$ cat config.mk
export PLATFORM = sky130hd
export DESIGN_NAME = appletalk_frame_field_parser_top
export DESIGN_NICKNAME = d
export VERILOG_FILES = /design/src/sv/afp_pkg.sv /design/src/sv/appletalk_frame_field_parser_top.sv
export VERILOG_INCLUDE_DIRS = /design/src /design/src/sv
export SDC_FILE = /design/constraint.sdc
export NUM_CORES = 1
export LEC_CHECK = 0
export ABC_AREA = 0
export BUFFER_PORTS_ARGS = -buffer_cell sky130_fd_sc_hd__buf_2
export CAP_MARGIN = 20
export CORE_MARGIN = 5
export CORE_UTILIZATION = 40
export CTS_CLUSTER_SIZE = 28
export DETAILED_ROUTE_END_ITERATION = 10
export SLEW_MARGIN = 20
export SYNTH_ARGS = -nofsm -noshare
export SYNTH_HDL_FRONTEND = slang
export SYNTH_SLANG_ARGS = --single-unit
$ cat constraint.sdc
create_clock -name clk -period 4.73 [get_ports clk]
set_input_delay 0.946 -clock clk [delete_from_list [all_inputs] [get_ports clk]]
set_output_delay 0.946 -clock clk [all_outputs]
set_load 0.005 [all_outputs]
$ cat src/sv/appletalk_frame_field_parser_top_macros.svh
// Assertion macros shared by the frame field parser RTL.
// Used by appletalk_frame_field_parser_top.sv; expects clk and arst_n in scope.
`ifndef APPLETALK_FRAME_FIELD_PARSER_TOP_MACROS_SVH
`define APPLETALK_FRAME_FIELD_PARSER_TOP_MACROS_SVH

// Same-cycle implication, checked outside reset.
`define AFP_ASSERT_NOW(lbl, ante, cons, msg) \
	lbl: assert property (@(posedge clk) disable iff (!arst_n) (ante) |-> (cons)) \
		else $error(msg);

// Next-cycle implication, checked outside reset.
`define AFP_ASSERT_NXT(lbl, ante, cons, msg) \
	lbl: assert property (@(posedge clk) disable iff (!arst_n) (ante) |=> (cons)) \
		else $error(msg);

`endif

$ cat src/sv/afp_pkg.sv
// Package for the frame field parser: byte offsets, codes and walker types.
// No dependencies; imported by appletalk_frame_field_parser_top.
`default_nettype none

package afp_pkg;

	localparam int MAX_FRAME_BYTES = 1024;
	localparam int IDX_W = $clog2(MAX_FRAME_BYTES + 1);

	// Byte offsets within the link frame.
	localparam int TYPE_AT = 2;
	localparam int MIN_DDP_BYTES = 4;
	localparam int SHORT_SOCKET_AT = 5;
	localparam int SHORT_KIND_AT = 7;
	localparam int SHORT_PAY_AT = 8;
	localparam int LONG_NODE_AT = 11;
	localparam int LONG_SOCKET_AT = 13;
	localparam int LONG_KIND_AT = 15;
	localparam int LONG_PAY_AT = 16;

	// Header classes.
	localparam logic [1:0] CLS_NONE = 2'd0;
	localparam logic [1:0] CLS_SHORT = 2'd1;
	localparam logic [1:0] CLS_LONG = 2'd2;

	// Datagram protocol types.
	localparam logic [7:0] KIND_NBP = 8'd2;
	localparam logic [7:0] KIND_ATP = 8'd3;

	// Tuple walker positions: 0..4 fixed fields, 5/7/9 string lengths,
	// 6/8/10 string bodies, done once the selected tuple is complete.
	localparam logic [3:0] POS_LAST_FIXED = 4'd4;
	localparam logic [3:0] POS_LEN_A = 4'd5;
	localparam logic [3:0] POS_LEN_B = 4'd7;
	localparam logic [3:0] POS_LEN_C = 4'd9;
	localparam logic [3:0] POS_NET_LO = 4'd2;
	localparam logic [3:0] WALK_DONE = 4'd11;

	typedef struct packed {
		logic [3:0] tn;
		logic [3:0] pos;
	} walk_t;

	typedef struct packed {
		logic [1:0]  ddp_class;
		logic [7:0]  ddp_kind;
		logic [7:0]  dest_node;
		logic [7:0]  dest_socket;
		logic [3:0]  function_code;
		logic [3:0]  nbp_count;
		logic [7:0]  nbp_ident;
		logic        tuple_ok;
		logic [15:0] tuple_network;
		logic [7:0]  tuple_node;
		logic [7:0]  tuple_socket;
		logic [7:0]  tuple_enumerator;
	} afp_result_t;

endpackage

`default_nettype wire

$ cat src/sv/appletalk_frame_field_parser_top.sv
// Top level of the link frame field parser: input stage, frame state, summary register.
// Depends on afp_pkg and appletalk_frame_field_parser_top_macros.svh.
//
//   channel | signals                                   | beat
//   --------+-------------------------------------------+------------------------------
//   in      | in_valid, in_stall, data_byte, frame_last | one frame byte
//   out     | out_valid, out_stall, twelve summary ports | one summary per frame
//   cfg     | cfg_wr_en, cfg_wr_data                    | write of tuple_select
//
// A byte is accepted into the input register and folded into the frame state when
// the input register moves on. When it is a last byte, its summary is loaded into
// the summary register at that same edge and out_valid rises with it; a new byte can
// be taken every cycle unless a last byte is held for a waiting summary. Reset clears
// all frame state and both valid flags; there is no clearing pass. A stalled summary
// holds back only the next frame's last byte; bytes ahead of it keep flowing into the frame state.
`default_nettype none

module appletalk_frame_field_parser_top (
	input  wire logic        clk,
	input  wire logic        arst_n,
	input  wire logic        cfg_wr_en,
	input  wire logic [3:0]  cfg_wr_data,
	input  wire logic        in_valid,
	output logic             in_stall,
	input  wire logic [7:0]  data_byte,
	input  wire logic        frame_last,
	output logic             out_valid,
	input  wire logic        out_stall,
	output logic [1:0]       ddp_class,
	output logic [7:0]       ddp_kind,
	output logic [7:0]       dest_node,
	output logic [7:0]       dest_socket,
	output logic [3:0]       function_code,
	output logic [3:0]       nbp_count,
	output logic [7:0]       nbp_ident,
	output logic             tuple_ok,
	output logic [15:0]      tuple_network,
	output logic [7:0]       tuple_node,
	output logic [7:0]       tuple_socket,
	output logic [7:0]       tuple_enumerator
);
	import afp_pkg::*;

	`include "appletalk_frame_field_parser_top_macros.svh"

	localparam logic [IDX_W-1:0] IDX_MAX = IDX_W'(MAX_FRAME_BYTES);

	// Configuration register.
	logic [3:0] tuple_select_q;

	// Input stage.
	logic       valid_s1;
	logic [7:0] byte_s1;
	logic       last_s1;

	// Frame state.
	logic [IDX_W-1:0] idx_q;
	logic [1:0]       hk_q;
	logic [7:0]       kind_q, node_q, socket_q, p0_q, p1_q;
	logic [3:0]       tn_q, pos_q;
	logic [7:0]       left_q;
	logic [39:0]      cap_q;

	// Next frame state.
	logic [IDX_W-1:0] idx_n;
	logic [1:0]       hk_n;
	logic [7:0]       kind_n, node_n, socket_n, p0_n, p1_n;
	logic [3:0]       tn_n, pos_n;
	logic [7:0]       left_n;
	logic [39:0]      cap_n;

	logic [IDX_W-1:0] pay;
	logic             take;
	logic             mine;
	logic             adv;
	walk_t            walk_es;
	afp_result_t      res, res_q;
	logic             out_valid_q;

	// Step past a finished string: next length byte, walk done, or next tuple.
	function automatic walk_t end_string(input logic [3:0] p, input logic [3:0] tn,
			input logic [3:0] sel);
		walk_t w;
		w.tn = tn;
		if (p < POS_LEN_C) begin
			w.pos = p + 4'd1;
		end else if (tn == sel) begin
			w.pos = WALK_DONE;
		end else begin
			w.tn = tn + 4'd1;
			w.pos = 4'd0;
		end
		return w;
	endfunction

	// The input register moves on unless it holds a last byte and the summary
	// register is still waiting to be taken.
	assign adv = valid_s1 && !(last_s1 && out_valid_q && out_stall);
	assign in_stall = valid_s1 && !adv;

	always_ff @(posedge clk or negedge arst_n) begin
		if (!arst_n) begin
			tuple_select_q <= '0;
		end else if (cfg_wr_en) begin
			tuple_select_q <= cfg_wr_data;
		end
	end

	always_ff @(posedge clk or negedge arst_n) begin
		if (!arst_n) begin
			valid_s1 <= 1'b0;
		end else if (!in_stall) begin
			valid_s1 <= in_valid;
		end
	end

	always_ff @(posedge clk) begin
		if (in_valid && !in_stall) begin
			byte_s1 <= data_byte;
			last_s1 <= frame_last;
		end
	end

	// Field update for one byte. Captures look at the byte index before it
	// advances; the class taken at byte 2 decides every later offset.
	always_comb begin
		idx_n = idx_q;
		hk_n = hk_q;
		kind_n = kind_q;
		node_n = node_q;
		socket_n = socket_q;
		p0_n = p0_q;
		p1_n = p1_q;
		tn_n = tn_q;
		pos_n = pos_q;
		left_n = left_q;
		cap_n = cap_q;
		pay = '0;
		walk_es = '0;
		take = idx_q < IDX_MAX;
		mine = tn_q == tuple_select_q;

		if (take) begin
			idx_n = idx_q + 1'b1;
			if (idx_q == '0) begin
				node_n = byte_s1;
			end
			if (idx_q == IDX_W'(TYPE_AT)) begin
				if (byte_s1 == 8'd1) begin
					hk_n = CLS_SHORT;
				end else if (byte_s1 == 8'd2) begin
					hk_n = CLS_LONG;
					node_n = 8'd0;
				end else begin
					hk_n = CLS_NONE;
				end
			end

			if (hk_n == CLS_SHORT) begin
				pay = IDX_W'(SHORT_PAY_AT);
				if (idx_q == IDX_W'(SHORT_SOCKET_AT)) socket_n = byte_s1;
				if (idx_q == IDX_W'(SHORT_KIND_AT)) kind_n = byte_s1;
			end else if (hk_n == CLS_LONG) begin
				pay = IDX_W'(LONG_PAY_AT);
				if (idx_q == IDX_W'(LONG_NODE_AT)) node_n = byte_s1;
				if (idx_q == IDX_W'(LONG_SOCKET_AT)) socket_n = byte_s1;
				if (idx_q == IDX_W'(LONG_KIND_AT)) kind_n = byte_s1;
			end

			if (pay != '0) begin
				if (idx_q == pay) p0_n = byte_s1;
				if (idx_q == pay + 1'b1) p1_n = byte_s1;
				if (idx_q >= pay + 2'd2 && pos_q < WALK_DONE) begin
					if (pos_q <= POS_LAST_FIXED) begin
						if (mine) begin
							case (pos_q[2:0])
								3'd0: cap_n[39:32] = cap_q[39:32] | byte_s1;
								3'd1: cap_n[31:24] = cap_q[31:24] | byte_s1;
								3'd2: cap_n[23:16] = cap_q[23:16] | byte_s1;
								3'd3: cap_n[15:8] = cap_q[15:8] | byte_s1;
								3'd4: cap_n[7:0] = cap_q[7:0] | byte_s1;
								default: cap_n = cap_q;
							endcase
						end
						pos_n = pos_q + 4'd1;
					end else if (pos_q == POS_LEN_A || pos_q == POS_LEN_B ||
							pos_q == POS_LEN_C) begin
						if (byte_s1 == 8'd0) begin
							walk_es = end_string(pos_q + 4'd1, tn_q, tuple_select_q);
							tn_n = walk_es.tn;
							pos_n = walk_es.pos;
						end else begin
							left_n = byte_s1;
							pos_n = pos_q + 4'd1;
						end
					end else begin
						left_n = left_q - 8'd1;
						if (left_n == 8'd0) begin
							walk_es = end_string(pos_q, tn_q, tuple_select_q);
							tn_n = walk_es.tn;
							pos_n = walk_es.pos;
						end
					end
				end
			end
		end
	end

	// Summary from the state as it stands after the last byte.
	always_comb begin
		res = '0;
		if (idx_n >= IDX_W'(MIN_DDP_BYTES) && hk_n != CLS_NONE) begin
			res.ddp_class = hk_n;
			res.ddp_kind = kind_n;
			res.dest_node = node_n;
			res.dest_socket = socket_n;
			if (kind_n == KIND_NBP) begin
				res.function_code = p0_n[7:4];
				res.nbp_count = p0_n[3:0];
				res.nbp_ident = p1_n;
				if (tn_n == tuple_select_q || pos_n == WALK_DONE) begin
					// A network number whose low byte never arrived reads as zero.
					if (pos_n >= POS_NET_LO) res.tuple_network = cap_n[39:24];
					res.tuple_node = cap_n[23:16];
					res.tuple_socket = cap_n[15:8];
					res.tuple_enumerator = cap_n[7:0];
				end
				res.tuple_ok = pos_n == WALK_DONE;
			end else if (kind_n == KIND_ATP) begin
				res.function_code = {2'b00, p0_n[7:6]};
			end
		end
	end

	always_ff @(posedge clk or negedge arst_n) begin
		if (!arst_n) begin
			idx_q <= '0;
			hk_q <= CLS_NONE;
			kind_q <= '0;
			node_q <= '0;
			socket_q <= '0;
			p0_q <= '0;
			p1_q <= '0;
			tn_q <= '0;
			pos_q <= '0;
			left_q <= '0;
			cap_q <= '0;
		end else if (adv) begin
			if (last_s1) begin
				idx_q <= '0;
				hk_q <= CLS_NONE;
				kind_q <= '0;
				node_q <= '0;
				socket_q <= '0;
				p0_q <= '0;
				p1_q <= '0;
				tn_q <= '0;
				pos_q <= '0;
				left_q <= '0;
				cap_q <= '0;
			end else begin
				idx_q <= idx_n;
				hk_q <= hk_n;
				kind_q <= kind_n;
				node_q <= node_n;
				socket_q <= socket_n;
				p0_q <= p0_n;
				p1_q <= p1_n;
				tn_q <= tn_n;
				pos_q <= pos_n;
				left_q <= left_n;
				cap_q <= cap_n;
			end
		end
	end

	always_ff @(posedge clk or negedge arst_n) begin
		if (!arst_n) begin
			out_valid_q <= 1'b0;
		end else if (adv && last_s1) begin
			out_valid_q <= 1'b1;
		end else if (!out_stall) begin
			out_valid_q <= 1'b0;
		end
	end

	always_ff @(posedge clk) begin
		if (adv && last_s1) begin
			res_q <= res;
		end
	end

	assign out_valid = out_valid_q;
	assign ddp_class = res_q.ddp_class;
	assign ddp_kind = res_q.ddp_kind;
	assign dest_node = res_q.dest_node;
	assign dest_socket = res_q.dest_socket;
	assign function_code = res_q.function_code;
	assign nbp_count = res_q.nbp_count;
	assign nbp_ident = res_q.nbp_ident;
	assign tuple_ok = res_q.tuple_ok;
	assign tuple_network = res_q.tuple_network;
	assign tuple_node = res_q.tuple_node;
	assign tuple_socket = res_q.tuple_socket;
	assign tuple_enumerator = res_q.tuple_enumerator;

	`AFP_ASSERT_NXT(a_last_gives_summary, adv && last_s1, out_valid_q && idx_q == '0 && pos_q == '0, "last beat did not load a summary and clear the frame")
	`AFP_ASSERT_NOW(a_ok_needs_nbp, out_valid_q && res_q.tuple_ok, res_q.ddp_kind == KIND_NBP && res_q.ddp_class != CLS_NONE, "tuple_ok set outside a name binding datagram")
	`AFP_ASSERT_NOW(a_walk_pos_range, 1'b1, pos_q <= WALK_DONE, "tuple walker position out of range")
	`AFP_ASSERT_NOW(a_index_saturates, 1'b1, idx_q <= IDX_MAX, "byte index passed the frame limit")
	`AFP_ASSERT_NOW(a_stall_only_on_last, in_stall, valid_s1 && last_s1 && out_valid_q, "input stalled without a waiting summary")

endmodule

`default_nettype wire

* After elaboration in Yosys (flattened, before gate mapping) *
Cells that the tools add are included.

storage, ports and cells
  register bits = 207
  input bits = 18
  output and inout port bits = 85
  word-level logic and storage cells = 186

cells by class
  $add $sub $neg = 7
  magnitude comparators = 8
  equality and inequality tests = 27
  muxes and demuxes = 84
  bitwise operators = 5
  reduce and logical (&&, ||, !) cells = 27

operators with widths
  operator                 number
  $mux W8                  41
  $mux W40                 6
  $mux W4                  23
  $or A8 B8 Y8             5
  $eq A11 B4 Y1 const B    3
  $mux W11                 3
  $eq A8 B2 Y1 const B     3
  $add A11 B1 Y11 const B  2
  $eq A11 B11 Y1           2
  $eq A11 B3 Y1 const B    2
  $logic_not A8 Y1         2
  $mux W2                  7
  $add A4 B1 Y4 const B    3
  $lt A4 B4 Y1 const B     3
  $add A11 B2 Y11 const B  1
  $eq A11 B2 Y1 const B    1
  $ge A11 B11 Y1           1
  $ge A11 B3 Y1 const B    1
  $logic_not A11 Y1        1
  $lt A11 B11 Y1 const B   1
  $reduce_bool A11 Y1      1
  $mux W5                  2
  $eq A4 B3 Y1 const B     2
  $eq A4 B4 Y1             2
  other kinds (23)         40

* Longest topological paths before layout *
Gate-level depths: netlist (run 1).

  word-level depth = 18
  depth in mapped cells = 21
  mapped depth without buffers = 18

* Worst setup path before layout (run 1) *
Ideal clock, no wire load.

  kind = reg2reg
  start = reg idx_q[8]
  end = reg res_q (netlist bit tuple_network[12]) (data pin)
  setup time = 259 ps
  arrival time = 4672 ps
  data required time = 4471 ps
  setup slack = -201 ps
  cell stages (with the launch flop) = 21
  path buffers = 3
  clock period less this slack = 4931 ps
  cell sequence = dfrtp_1 -> or4_1 -> or3_1 -> or2_1 -> or3_1 -> buf_2 -> nor2_1 -> a21oi_1 -> inv_1 -> ha_1 -> inv_1 -> ha_1 -> or4_1 -> o211a_1 -> buf_2 -> or2_2 -> a41oi_1 -> a311oi_1 -> a21oi_2 -> buf_6 -> nor3_2

between the ends
  word-level cells in the longest chain between the ends = 16
  elaborated cells on any way between the ends = 41
  classes of those cells = 2 x add/sub; 4 x order compare; 8 x eq/ne; 21 x mux; 6 x reduce/logical

RTL lines
  element                                                   line                                     RTL
  start, declared                                           appletalk_frame_field_parser_top.sv:57   logic [IDX_W-1:0] idx_q;
  start signal, assigned                                    appletalk_frame_field_parser_top.sv:262  idx_q <= idx_n;
  branches (longest 16 deep; another with $add A11 B2 Y11)  -
  end signal, assigned                                      appletalk_frame_field_parser_top.sv:289  res_q <= res;
  end, declared                                             appletalk_frame_field_parser_top.sv:77   afp_result_t res, res_q;

Several ways; the timed one is not identified. The select of a mux whose other input is x is not followed.
A chain may end at the register's enable or synchronous reset.

* Worst setup path after layout (run 1) *
  start = reg idx_q[8]
  end = reg res_q (netlist bit tuple_enumerator[6]) (data pin)

between the ends
  word-level cells in the longest chain between the ends = 16
  elaborated cells on any way between the ends = 40
  classes of those cells = 2 x add/sub; 3 x order compare; 8 x eq/ne; 21 x mux; 6 x reduce/logical

RTL lines
  element                             line                                     RTL
  $eq A11 B2 Y1                       appletalk_frame_field_parser_top.sv:148  if (idx_q == IDX_W'(TYPE_AT)) begin
  $mux W2                             appletalk_frame_field_parser_top.sv:148
  $mux W2                             appletalk_frame_field_parser_top.sv:143  if (take) begin
  $eq A2 B2 Y1                        appletalk_frame_field_parser_top.sv:163  end else if (hk_n == CLS_LONG) begin
  $mux W5                             appletalk_frame_field_parser_top.sv:163
  $mux W5                             appletalk_frame_field_parser_top.sv:159  if (hk_n == CLS_SHORT) begin
  $mux W11                            appletalk_frame_field_parser_top.sv:143
  $add A11 B2 Y11                     appletalk_frame_field_parser_top.sv:173  if (idx_q >= pay + 2'd2 && pos_q < WALK_DONE) begin
  $ge A11 B11 Y1                      appletalk_frame_field_parser_top.sv:173
  $logic_and A1 B1 Y1                 appletalk_frame_field_parser_top.sv:173
  $mux W4                             appletalk_frame_field_parser_top.sv:173
  $mux W4                             appletalk_frame_field_parser_top.sv:170  if (pay != '0) begin
  $mux W4                             appletalk_frame_field_parser_top.sv:143
  $eq A4 B4 Y1                        appletalk_frame_field_parser_top.sv:221  if (tn_n == tuple_select_q || pos_n == WALK_DONE) begin
  $logic_or A1 B1 Y1                  appletalk_frame_field_parser_top.sv:221
  $reduce_and A3 Y1 (no source line)  -

Several ways; a longest one is shown, not always the timed one. The select of a mux whose other input is x is not followed.

==> results of run 1 <==
-- timing repair --
item                       CTS  global route
gates cloned                 0             2
setup buffers                1             6
gates resized for setup     15            25
pin swaps                    2             3
setup endpoints to repair   40            40
-- kinds of logic (layout without fill, tap and decap cells) --
group,count (synthesis),after routing,synth area share [%]
adders and majority gates,17,17,2.09
AOI/OAI and AO/OA,282,282,17.7
DFF,207,207,55.4
muxes,30,30,3.07
buffers and inverters,95,239,3.96
xor gates and xnor gates,9,9,0.774
and+or+nand+nor,331,331,17.0
-- power by group through the flow --
stage | logic (µW) | registers, µW | clock network (µW)
finish | 531 | 2030 | 1820
global route | 590 | 2050 | 1940
CTS | 514 | 2030 | 1860
detailed placement | 504 | 2070 | 0
global placement | 497 | 2060 | 0
floorplan | 321 | 2060 | 0
-- per-stage QoR --
stage | instances | setup WS, ns | hold slack (ns) | setup TNS, ns
final | 1445 | -0.0727 | 0.402 | -1.34
after global routing | 1445 | -0.213 | 0.431 | -7.17
after CTS | 1437 | 0.00641 | 0.399 | 0
after detailed placement | 1392 | -0.277 | 0.475 | -5.11
after global placement | 1392 | -0.146 | 0.463 | -2.26
after floorplan | 971 | -0.0193 | 0.450 | -0.386
-- worst max-delay path: stages, from the launching register on --
cell and delay (ns):
dfrtp_1 0.37, or4_4 0.53, or3_4 0.35, or2_4 0.26, or3_4 0.44, nor2_4 0.14, a21oi_4 0.06, inv_1 0.07
ha_2 0.17, inv_2 0.04, ha_4 0.14, or4_4 0.42, o211a_4 0.30, mux2_4 0.30, a41oi_2 0.19, nor4b_4 0.25
buf_4 0.16, a21oi_4 0.09, clkbuf_16 0.19, nor3_2 0.15
-- cell type report --
type                    instances  area [µm²]
clock buffers                  38         723
flip-flops and latches        207        5640
multi-input cells             669        4410
repair buffers                178        1170
clock inverters                 6        67.6
fillers                      2340       12600
inverters                      17        63.8
well taps                     330         413
-- placed cells by master (no fill, tap or decap), types with 9 or more instances in the layout --
cell         n
a22o_1      25
buf_4       71
nor3_4       9
nand3_1     12
edfxtp_1    92
buf_2      101
a21oi_1     54
a22oi_1     14
ha_1        13
nor2_1      86
clkbuf_16   26
o21ai_0     60
nor3_2      32
nor3_1      22
dfrtp_1    115
and2_1       9
a31oi_1     72
inv_1       14
nand2_1     96
mux2i_1     22
-- final timing paths --
path                       startpoint                   to  slack [ns]
max                          idx_q[8]  tuple_enumerator[6]       -0.07
min                            arst_n             valid_s1        0.40
max reg2reg                  idx_q[8]  tuple_enumerator[6]       -0.07
min reg2reg                   p1_q[7]              p1_q[7]        0.49
max in group asynchronous      arst_n             cap_q[7]        3.37
min in group clk              p1_q[7]              p1_q[7]        0.49
-- routing by layer --
metal  share of wire (%)  track usage [%]  wire, µm  vias up
met4                 2.2             4.80       602        0
li1                    -                -         -     3870
met1                  47             27.6     12600     3938
met5                   0                0         0        -
met2                  45             27.8     12000      257
met3                 6.2             2.66      1680       46
==> flow_summary_export.csv, run 1 <==
group,metric,value,unit
run_status,outcome,"complete, but fails checks",
run_status,violations,"setup timing",
logic_synthesis,ys_seq_area_share,55.4,%
global_route,overflow,0,
global_route,grt_max_degree,93,
floorplanning,rows,58,
logic_synthesis,synth_area_per_cell,10.5,µm²
placed_design,dp_hpwl,17.4,mm
sta,min_period_over_period,102,%
clock_tree,cts_inserted_buffers,24,
floorplanning,coreArea,25100,µm²
clock_tree,cts_sinks,207,
placed_design,place_area,11400,µm²
route,drt_first_iter_violations,680,
logic_synthesis,synth.most_common_cell,"dfrtp_1",
route,via_per_inst,5.61,
logic_synthesis,synth_fp_nets,1006,
pwr,p_int,3280,µW
logic_synthesis,yosys-top-cells-count,"dfrtp_1, nand2_1, edfxtp_1",
clock_tree,clockBufferDepth,3,
sta,maxSlewViolCount,0,
worst_setup_path,reg2reg_depth,19,
clock_tree,hold_buffers,0,
route,dr_total_vias,8111,
pwr,ir_drop,270,µV
sta,worst_pin_slew,0.920,ns
sta,rsz0062_at_grt,"yes",
clock_tree,cts_tree,"done",
clock_tree,clk_latency,0.52,ns
finish,area_growth,22.7,%
finish,regMostFlops,"cap_q",
finish,drive_gt1_share,26.6,%
global_route,antenna_found_initial,0,
placed_design,routabilityCongestion,0.957,
pwr,power_density,351,nW/µm²
finish,diodes,0,
sta,setup_viol,39,
global_route,grt_pass1_wl,42.7,mm
finish,largest_reg_flops,40,
run,maxCapViolations,0,
route,wirelength,26.9,mm
pwr,leakagePower,0.00518,µW
logic_synthesis,synth_top_cell_by_area,"dfrtp_1",
sta,hold_violations,0,
logic_synthesis,postSynth.asyncResetShare,55.6,%
pwr,fin_total_pwr,4380,µW
floorplanning,fp.dieH,170,µm
pwr,p_switching,1100,µW
pwr,switching_share,25.1,%
worst_hold_path,holdCritPathClass,"input pin to async pin",
worst_setup_path,start_kind,"flop",
logic_synthesis,yosysTopAreaCellShare,28.3,%
route,drt_pass1_iterations,5,
worst_setup_path,worst_ep_required_time,5.08,ns
placed_design,port_buffers,102,
floorplanning,initial_core_util,40.5,%
finish,final_area,12500,µm²
sta,finalCriticalPeriod,4.80,ns
logic_synthesis,yosysUniqueCellTypes,68,
floorplanning,die_w,170,µm
pwr,pwr-share-comb,12.1,%
finish,layout.nets,1132,
sta,fin_ws,-0.0727,ns
floorplanning,ios,103,
clock_tree,clk_pin_slew,0.05,ns
route,avgRoutedWirePerCell,18.6,µm
logic_synthesis,netlist_top_cells_area,"dfrtp_1, edfxtp_1, a31oi_1",
worst_setup_path,worstSetupPathType,"flop to flop",
sta,slew_headroom,38.2,%
route,drc,0,
logic_synthesis,synth_seq_cells,207,
floorplanning,dieArea,28700,µm²
sta,worst_clock_skew,0.0149,ns
worst_setup_path,cp-end-kind,"flop",
worst_setup_path,crit_path_max_fanout,6,
clock_tree,ctsHtreeMaxLevel,1,
global_route,grt_pass1_vias,7718,
worst_setup_path,cp.arrival,5.16,ns
pwr,p_clk_share,41.5,%
route,antenna_left,0,
logic_synthesis,syn_inst,971,
logic_synthesis,synth_edf_count,92,
sta,fmax,0.208,GHz
clock_tree,clock-root-buffer,"clkbuf_16",
logic_synthesis,synthFlopType,"dfrtp_1",
global_route,gr-usage-all-layers,18.3,%
finish,final_util,49.7,%
logic_synthesis,synth.cell_area,10200,µm²
pwr,p_seq_share,46.4,%
logic_synthesis,yosysWarningCount,0,
Note: power is estimated with default switching activity, not from simulation.
==> run 2, diff against run 1 <==
- CELL_PAD_IN_SITES_DETAIL_PLACEMENT: not set -> 1
- CELL_PAD_IN_SITES_GLOBAL_PLACEMENT: not set -> 1
- GPL_ROUTABILITY_DRIVEN: not set -> 1
- PLACE_DENSITY_LB_ADDON: not set -> 0.1
- clock period: 4.73 -> 6.1 ns (I/O delays scaled with it)
==> run 2 against run 1 <==
The run now ends clean; non-clock buffer count fell by 57; clock skew barely moved; cell count fell by 3.9%; clock power fell by 19%; core utilization fell by 2.9 points; via count fell by 2.3%; register-to-register slack improved by 0.69 ns; hold slack improved by 0.080 ns; fmax fell by 12%; sequential cell count did not move; global-route usage rose by 1.9 points; highest routed layer unchanged.
==> flow_summary_export.csv, run 2 (synthesis gave the netlist of run 1 again) <==
group,metric,value,unit
run_status,outcome,"completed",
global_route,grt_pass1_wl,47.0,mm
worst_hold_path,holdCritPathClass,"flop to flop",
worst_setup_path,crit_path_max_fanout,24,
floorplanning,fp.dieH,170,µm
pwr,fin_total_pwr,3430,µW
route,avgRoutedWirePerCell,21.0,µm
clock_tree,ctsHtreeMaxLevel,1,
route,drt_first_iter_violations,543,
finish,layout.nets,1075,
floorplanning,ios,103,
finish,diodes,0,
route,drc,0,
sta,fin_ws,0.613,ns
sta,maxSlewViolCount,0,
global_route,grt_pass1_vias,8223,
clock_tree,post_cts_buffers,0,
clock_tree,clk_pin_slew,0.06,ns
worst_setup_path,setup.worst_path.end,"tuple_socket[7]",
worst_setup_path,path_cells,"or4_1 > or3_1 > or2_1 > or3_1 > nor2_1 > a21oi_1 > inv_1 > ha_1 > inv_1 > ha_1 > or4_1 > o211a_2 > mux2_4 > a41oi_2 > nor4b_4 > a21oi_2 > buf_4 > nor3_1",
clock_tree,clockBufferDepth,3,
finish,regMostFlops,"cap_q",
worst_setup_path,crit_cells,18,
placed_design,preCtsSetupSlack,0.664,ns
finish,drive_gt1_share,20.3,%
placed_design,place_area,10900,µm²
pwr,leakagePower,0.00475,µW
floorplanning,coreArea,25100,µm²
worst_setup_path,r2r-end,"tuple_socket[7]",
sta,worst_pin_slew,0.952,ns
placed_design,routabilityCongestion,0.861,
clock_tree,hold_buffers,0,
sta,finalCriticalPeriod,5.49,ns
route,drt_pass1_iterations,4,
route,wirelength,29.2,mm
clock_tree,cts_sinks,207,
finish,final_area,11800,µm²
worst_setup_path,r2r-start,"idx_q[8]",
worst_setup_path,worst_ep_required_time,6.44,ns
placed_design,dp_hpwl,18.7,mm
sta,setup_viol,0,
worst_setup_path,reg2reg_slack,0.61,ns
worst_setup_path,start_kind,"flop",
floorplanning,dieArea,28700,µm²
sta,min_period_over_period,90.0,%
global_route,gr-usage-all-layers,20.2,%
sta,worst_clock_skew,0.0145,ns
finish,final_util,46.9,%
placed_design,port_buffers,102,
finish,final_common_cell,"dfrtp_1",
sta,setup_tns,0,ns
pwr,ir_drop,213,µV
floorplanning,rows,58,
worst_setup_path,cp.arrival,5.83,ns
clock_tree,clock-root-buffer,"clkbuf_16",
worst_setup_path,crit_start,"idx_q[8]",
floorplanning,die_w,170,µm
worst_setup_path,cp_slowest_cell,"or4_1",
pwr,power_density,291,nW/µm²
worst_setup_path,critPathBufInv,3,
run,maxCapViolations,0,
sta,fmax,0.182,GHz
global_route,grt_max_degree,69,
global_route,overflow,0,
route,via_per_inst,5.71,
worst_setup_path,max_stage_delay,0.59,ns
global_route,antenna_found_initial,0,
worst_setup_path,cp-end-kind,"flop",
route,dr_total_vias,7926,
sta,slew_headroom,36.0,%
worst_setup_path,worstSetupPathType,"flop to flop",
sta,hold_violations,0,
finish,largest_reg_flops,40,
route,antenna_left,0,
clock_tree,clk_latency,0.52,ns
clock_tree,cts_inserted_buffers,24,
worst_setup_path,reg2reg_depth,18,
floorplanning,initial_core_util,40.5,%
sta,rsz0062_at_grt,"no",
finish,area_growth,15.6,%
finish,mostFrequentLayoutCells,"dfrtp_1, buf_2, nand2_1",
clock_tree,cts_tree,"done",
worst_setup_path,critical-path-top-delay-family,"simple AND/OR/NAND/NOR gates",
clock_tree,ctsResizeCount,0,
## run 2: routing by layer
layer	share of wire [%]	global-route usage, %	routed length (µm)
met5	0	0	0
met4	1.9	4.55	556
met3	4.0	2.77	1170
met2	46	32.0	13500
met1	48	29.8	14000
## run 2: stage by stage
step | cells | hold slack, ns
2_1_floorplan | 971 | 0.450
5_1_grt | 1388 | 0.518
3_5_place_dp | 1344 | 0.472
6_report | 1388 | 0.483
3_3_place_gp | 1344 | 0.463
4_1_cts | 1388 | 0.487
## run 2: layout make-up
class | instances | area (µm²)
repair buffers | 121 | 668
fillers | 2829 | 13300
flip-flops and latches | 207 | 5640
inverters | 17 | 63.8
clock inverters | 10 | 110
multi-input cells | 669 | 4160
clock buffers | 34 | 709
well taps | 330 | 413
## run 2: how the worst min path moves through the flow
| stage | from | endpoint | slack [ns] | cells past startpoint |
|---|---|---|---|---|
| after floorplan | p0_q[6] | p0_q[6] | 0.45 | 2 |
| after global placement | p0_q[7] | p0_q[7] | 0.46 | 2 |
| after detailed placement | p1_q[7] | p1_q[7] | 0.47 | 2 |
| after CTS | p1_q[7] | p1_q[7] | 0.49 | 2 |
| after global routing | cap_q[2] | cap_q[2] | 0.52 | 2 |
| final | p1_q[7] | p1_q[7] | 0.48 | 2 |
## run 2: where the power goes
group	switching, µW	internal [µW]	leakage [µW]
Combinational	242	132	0.00186
Clock	577	894	0.000409
Sequential	51.0	1530	0.00247
Total	869	2560	0.00475
## run 2: worst reg2reg max path, cell delays in order (launching register included)
cell and delay [ns]:
dfrtp_1 0.43, or4_1 0.56, or3_1 0.35, or2_1 0.26, or3_1 0.46, nor2_1 0.25, a21oi_1 0.14, inv_1 0.08
ha_1 0.16, inv_1 0.05, ha_1 0.16, or4_1 0.59, o211a_2 0.36, mux2_4 0.32, a41oi_2 0.21, nor4b_4 0.33
a21oi_2 0.09, buf_4 0.25, nor3_1 0.27
